<file path="config.mk">
export PLATFORM = sky130hd
export DESIGN_NAME = crspl_front
export DESIGN_NICKNAME = d
export VERILOG_FILES = /design/src/hw/rtl/crspl_pkg.sv /design/src/hw/rtl/crspl_front.sv
export SDC_FILE = /design/constraint.sdc
export NUM_CORES = 1
export LEC_CHECK = 0
export BUFFER_PORTS_ARGS = -buffer_cell sky130_fd_sc_hd__buf_2
export CAP_MARGIN = 20
export CORE_MARGIN = 5
export CORE_UTILIZATION = 53
export DETAILED_ROUTE_END_ITERATION = 16
export GPL_ROUTABILITY_DRIVEN = 0
export GPL_TIMING_DRIVEN = 1
export PLACE_DENSITY = 0.91
export SLEW_MARGIN = 40
export SYNTH_ARGS = -nofsm -noshare
export SYNTH_HDL_FRONTEND = slang
export SYNTH_SLANG_ARGS = --single-unit
</file>
<file path="constraint.sdc">
create_clock -name clk -period 13 [get_ports clk]
set_clock_uncertainty 0.15 [all_clocks]
set_input_delay 2.6 -clock clk [delete_from_list [all_inputs] [get_ports clk]]
set_output_delay 2.6 -clock clk [all_outputs]
set_load 0.005 [all_outputs]
</file>
<file path="src/hw/rtl/crspl_pkg.sv">
// Shared types and fixed constants of the Catmull-Rom spline evaluator.
package crspl_pkg;

  // Fixed field widths.
  localparam int KC_W       = 6;   // knot count register
  localparam int IDX_W      = 5;   // knot index field
  localparam int VAL_W      = 32;  // knot and curve values
  localparam int POS_W      = 17;  // 1.16 position
  localparam int SEG_OUT_W  = 5;   // reported segment
  localparam int FRAC_BITS  = 16;  // fraction bits of the position

  // Curve geometry: two guard knots plus one for the segment count.
  localparam int MIN_KNOTS   = 4;
  localparam int GUARD_KNOTS = 3;

  // Request kinds.
  typedef enum logic {
    ACT_LOAD = 1'b0,
    ACT_EVAL = 1'b1
  } action_t;

  // One input request.
  typedef struct packed {
    action_t                   action;
    logic [IDX_W-1:0]          knot_index;
    logic signed [VAL_W-1:0]   knot_value;
    logic [POS_W-1:0]          position;
  } in_t;

  // One result.
  typedef struct packed {
    logic signed [VAL_W-1:0]   curve_value;
    logic [SEG_OUT_W-1:0]      segment;
  } out_t;

  // Knot write toward the knot store.
  typedef struct packed {
    logic                      en;
    logic [IDX_W-1:0]          index;
    logic signed [VAL_W-1:0]   value;
  } knot_wr_t;

endpackage

</file>
<file path="src/hw/rtl/crspl_front.sv">
// Request decode, knot count clamp and span/fraction stage.
module crspl_front #(
  parameter int KNOT_LIM = 32,
  parameter int SEG_W    = 5,
  parameter int SC_W     = 22,
  parameter int SPAN_W   = 6
) (
  input  logic                     clk,
  input  logic                     rst_n,
  input  logic                     accept,
  input  crspl_pkg::in_t           in_req,
  input  logic [crspl_pkg::KC_W-1:0] knot_count,
  output crspl_pkg::knot_wr_t      wr,
  output logic                     v1_r,
  output logic [SPAN_W-1:0]        span1_r,
  output logic [SC_W-1:0]          frac1_r
);
  import crspl_pkg::*;

  logic [KC_W-1:0]   n_knots;
  logic [SEG_W-1:0]  segs;
  logic [SC_W-1:0]   scaled;
  logic [SPAN_W-1:0] span_raw;
  logic [SPAN_W-1:0] span_nxt;
  logic [SC_W-1:0]   frac_nxt;
  logic              v1_nxt;

  // Load requests go straight to the knot store at the accept edge.
  always_comb begin
    wr.en    = accept && (in_req.action == ACT_LOAD);
    wr.index = in_req.knot_index;
    wr.value = in_req.knot_value;
  end

  // Clamp the knot count into the supported range.
  always_comb begin
    if (knot_count < KC_W'(MIN_KNOTS)) begin
      n_knots = KC_W'(MIN_KNOTS);
    end else if (knot_count > KC_W'(KNOT_LIM)) begin
      n_knots = KC_W'(KNOT_LIM);
    end else begin
      n_knots = knot_count;
    end
  end

  // Scale the position by the segment count and split it into span and fraction.
  always_comb begin
    segs     = SEG_W'(n_knots - KC_W'(GUARD_KNOTS));
    scaled   = SC_W'(in_req.position) * SC_W'(segs);
    span_raw = scaled[SC_W-1:FRAC_BITS];
    if (span_raw >= SPAN_W'(segs)) begin
      span_nxt = SPAN_W'(n_knots - KC_W'(MIN_KNOTS));
    end else begin
      span_nxt = span_raw;
    end
    frac_nxt = scaled - {span_nxt, {FRAC_BITS{1'b0}}};
    v1_nxt   = accept && (in_req.action == ACT_EVAL);
  end

  // Stage one registers.
  always_ff @(posedge clk) begin
    if (!rst_n) begin
      v1_r <= 1'b0;
    end else begin
      v1_r <= v1_nxt;
    end
  end

  always_ff @(posedge clk) begin
    span1_r <= span_nxt;
    frac1_r <= frac_nxt;
  end

endmodule

</file>
==> out/metrics.cfg <==
[run_status]
outcome = finished, final reports clean

[floorplan]
die_h_um = 97.8
die_width_um = 97.8
dieArea_um2 = 9560
initial_utilization_pct = 53.7
coreArea_um2 = 7610
pin_count = 131
rows = 32

[sta]
setup_violations = 0
hold_viol = 0
setup-tns-final_ns = 0
finalMaxSlewViolations = 0
fmax_mhz = 85.7
period_share_pct = 89.8
worst_slack_ns = 1.33
worst_slew_pin_slew_ns = 0.715
fin_crit_ns = 11.67
rsz0062_at_grt = false
relSlewSlack_pct = 52.3

[logic_synthesis]
synth_cell_types = 52
synth-edff-count = 0
yosysWarnings = 0
syn_area_per_cell_um2 = 8.88
yosysMostFrequentCell = and2_1
syn_nets = 611
syn_area_um2 = 4080
synth-seq-cells = 29
synth_top_cell_area_share_pct = 22.5
synthTopCellsByArea = fa_1 23%, dfxtp_1 14%, ha_1 13%, and2_1 10%, buf_4 6.8%
syn_inst = 460
synth_flop_cell = dfxtp_1
yosysSeqAreaShare_pct = 14.2
synth_top_area_cell = fa_1
synth_common_cells = 65 x and2_1, 52 x inv_1, 46 x fa_1
async_reset_ff_share_pct = 0

[setup_path]
cp_data_required_time_ns = 13.01
cp_max_fo = 18
cp-end-kind = flop
slowest_delay_ns = 0.57
path_class = input pin to flop
crit_arrival_ns = 11.68
timing.critical_path.from_type = input pin
cpMaxStageDelayCell = xor2_2

[global_routing]
grt-ovfl-total = 0
grt_use_met1_pct = 22.4
grt_usage_pct = 19.8
grt_use_met3_pct = 4.50
use_met2_pct = 34.6
grt_pass1_wl_mm = 15.9
grt_pass1_vias = 3499
antenna_found_initial = 0
grt_max_degree = 21
top_usage_layer = met2

[final_layout]
diodes = 0
nNetsFinal = 631
drive_gt1_share_pct = 17.7
syn2layout_area_growth_pct = 5.06

[min_path]
min_path_cells = 2
hp-start = accept
min_to = v1_r$_SDFF_PN0_
hp-class = input pin to flop

[route]
via_count = 3130
drc = 0
drtIter0Drc = 166
avgRoutedWirePerCell_um = 15.9
drt-total-wl_mm = 9.26
ant_nets = 0
dr.pass1.iters = 4
via_per_inst = 5.37

[placement]
pre_cts_slack_ns = 1.15
io_buffers = 56
dp_hpwl_mm = 7.60

[cts]
cts_sinks = 29
clockRootBuffer = clkbuf_8
cts_setup_buffers = 0
path_clk_slew_ns = 0.07
cts_tree = yes
cts_made_buffers = 5
cts.repair.resized = 0
clockBufferDepth = 2
cts_hold_buf = 0
htreeDepth = 2

[run]
maxCapViolCount = 0

[pwr]
peakVddDrop_mv = 0.150
power_density_nw_per_um2 = 289
p_leak_nw = 2.20

cells by family (layout without fill, tap and decap cells):
group / after synthesis / in the layout / share of synthesized area (%)
adders and majority gates: 87 / 87 / 35.1
DFF: 29 / 29 / 14.2
other: 1 / 1 / 0.0918
AOI/OAI and AO/OA: 74 / 74 / 12.5
xor gates and xnor gates: 24 / 24 / 5.33
and+or+nand+nor: 144 / 144 / 19.4
buffers and inverters: 97 / 118 / 12.4
muxes: 4 / 4 / 1.04
metal layers:
layer  vias up  wire length (µm)
li1       1487                 -
met1      1440              3550
met2       144              4560
met3        59               736
met4         0               424
met5         -                 0
layout make-up:
cell class	count	area, µm²
fillers	634	3320
multi-input cells	334	3010
flip-flops and latches	29	581
repair buffers	58	295
inverters	52	195
well taps	102	128
clock buffers	5	68.8
clock inverters	3	17.5
state kept, by name, summed over array words and instances (netlist names):
register / count
frac1_r: 22
span1_r: 6
v1_r: 1
worst max path at each step:
stage | slack, ns | end | from | depth (start not counted)
after floorplan | 2.18 | frac1_r[21]$_DFF_P_ | knot_count[2] | 39
after global placement | 1.40 | frac1_r[21]$_DFF_P_ | knot_count[2] | 37
after detailed placement | 1.15 | frac1_r[21]$_DFF_P_ | knot_count[2] | 37
after global routing | 0.70 | frac1_r[21]$_DFF_P_ | knot_count[3] | 37
after CTS | 1.44 | frac1_r[21]$_DFF_P_ | knot_count[2] | 37
final | 1.33 | frac1_r[21]$_DFF_P_ | knot_count[3] | 37
power by group:
| group | leakage, nW | total [mW] | switching (mW) | internal, mW |
|---|---|---|---|---|
| Sequential | 0.244 | 0.153 | 0.00812 | 0.145 |
| Clock | 0.0439 | 0.0749 | 0.0380 | 0.0369 |
| Combinational | 1.91 | 1.01 | 0.570 | 0.440 |
stage by stage:
| stage | util, % | std cells | hold WS (ns) | total power, mW | cell area [µm²] |
|---|---|---|---|---|---|
| after floorplan | - | 460 | 2.57 | 0.933 | 4080 |
| after global placement | 55.2 | 575 | 2.68 | 1.08 | 4200 |
| after global routing | 56.4 | 583 | 2.40 | 1.36 | 4290 |
| after CTS | 56.4 | 583 | 2.40 | 1.23 | 4290 |
| after detailed placement | 55.3 | 575 | 2.69 | 1.14 | 4200 |
| final | 56.4 | 583 | 2.40 | 1.24 | 4290 |
critical path: cells and delay by family:
kind            cells  cell delay [ns]
compound gates     13             2.83
fa+ha+maj           7             2.82
simple gates       10             1.61
xor+xnor            3             1.06
buf+inv             3             0.38
mux                 1             0.37
placed cells by master (no fill, tap or decap), types with 3 or more instances in the layout:
master and count:
nor3_1 4, xor2_1 8, a211oi_1 8, nand2b_1 4
buf_2 56, xnor2_1 14, ha_1 41, clkbuf_8 5
nand2_1 34, dfxtp_1 29, a21oi_1 18, nor2_1 20
a21o_1 12, fa_1 46, and2_1 65, inv_1 52
o21ai_0 14, o21bai_1 5, nand3_1 3
Power figures use the tool's default switching activity.
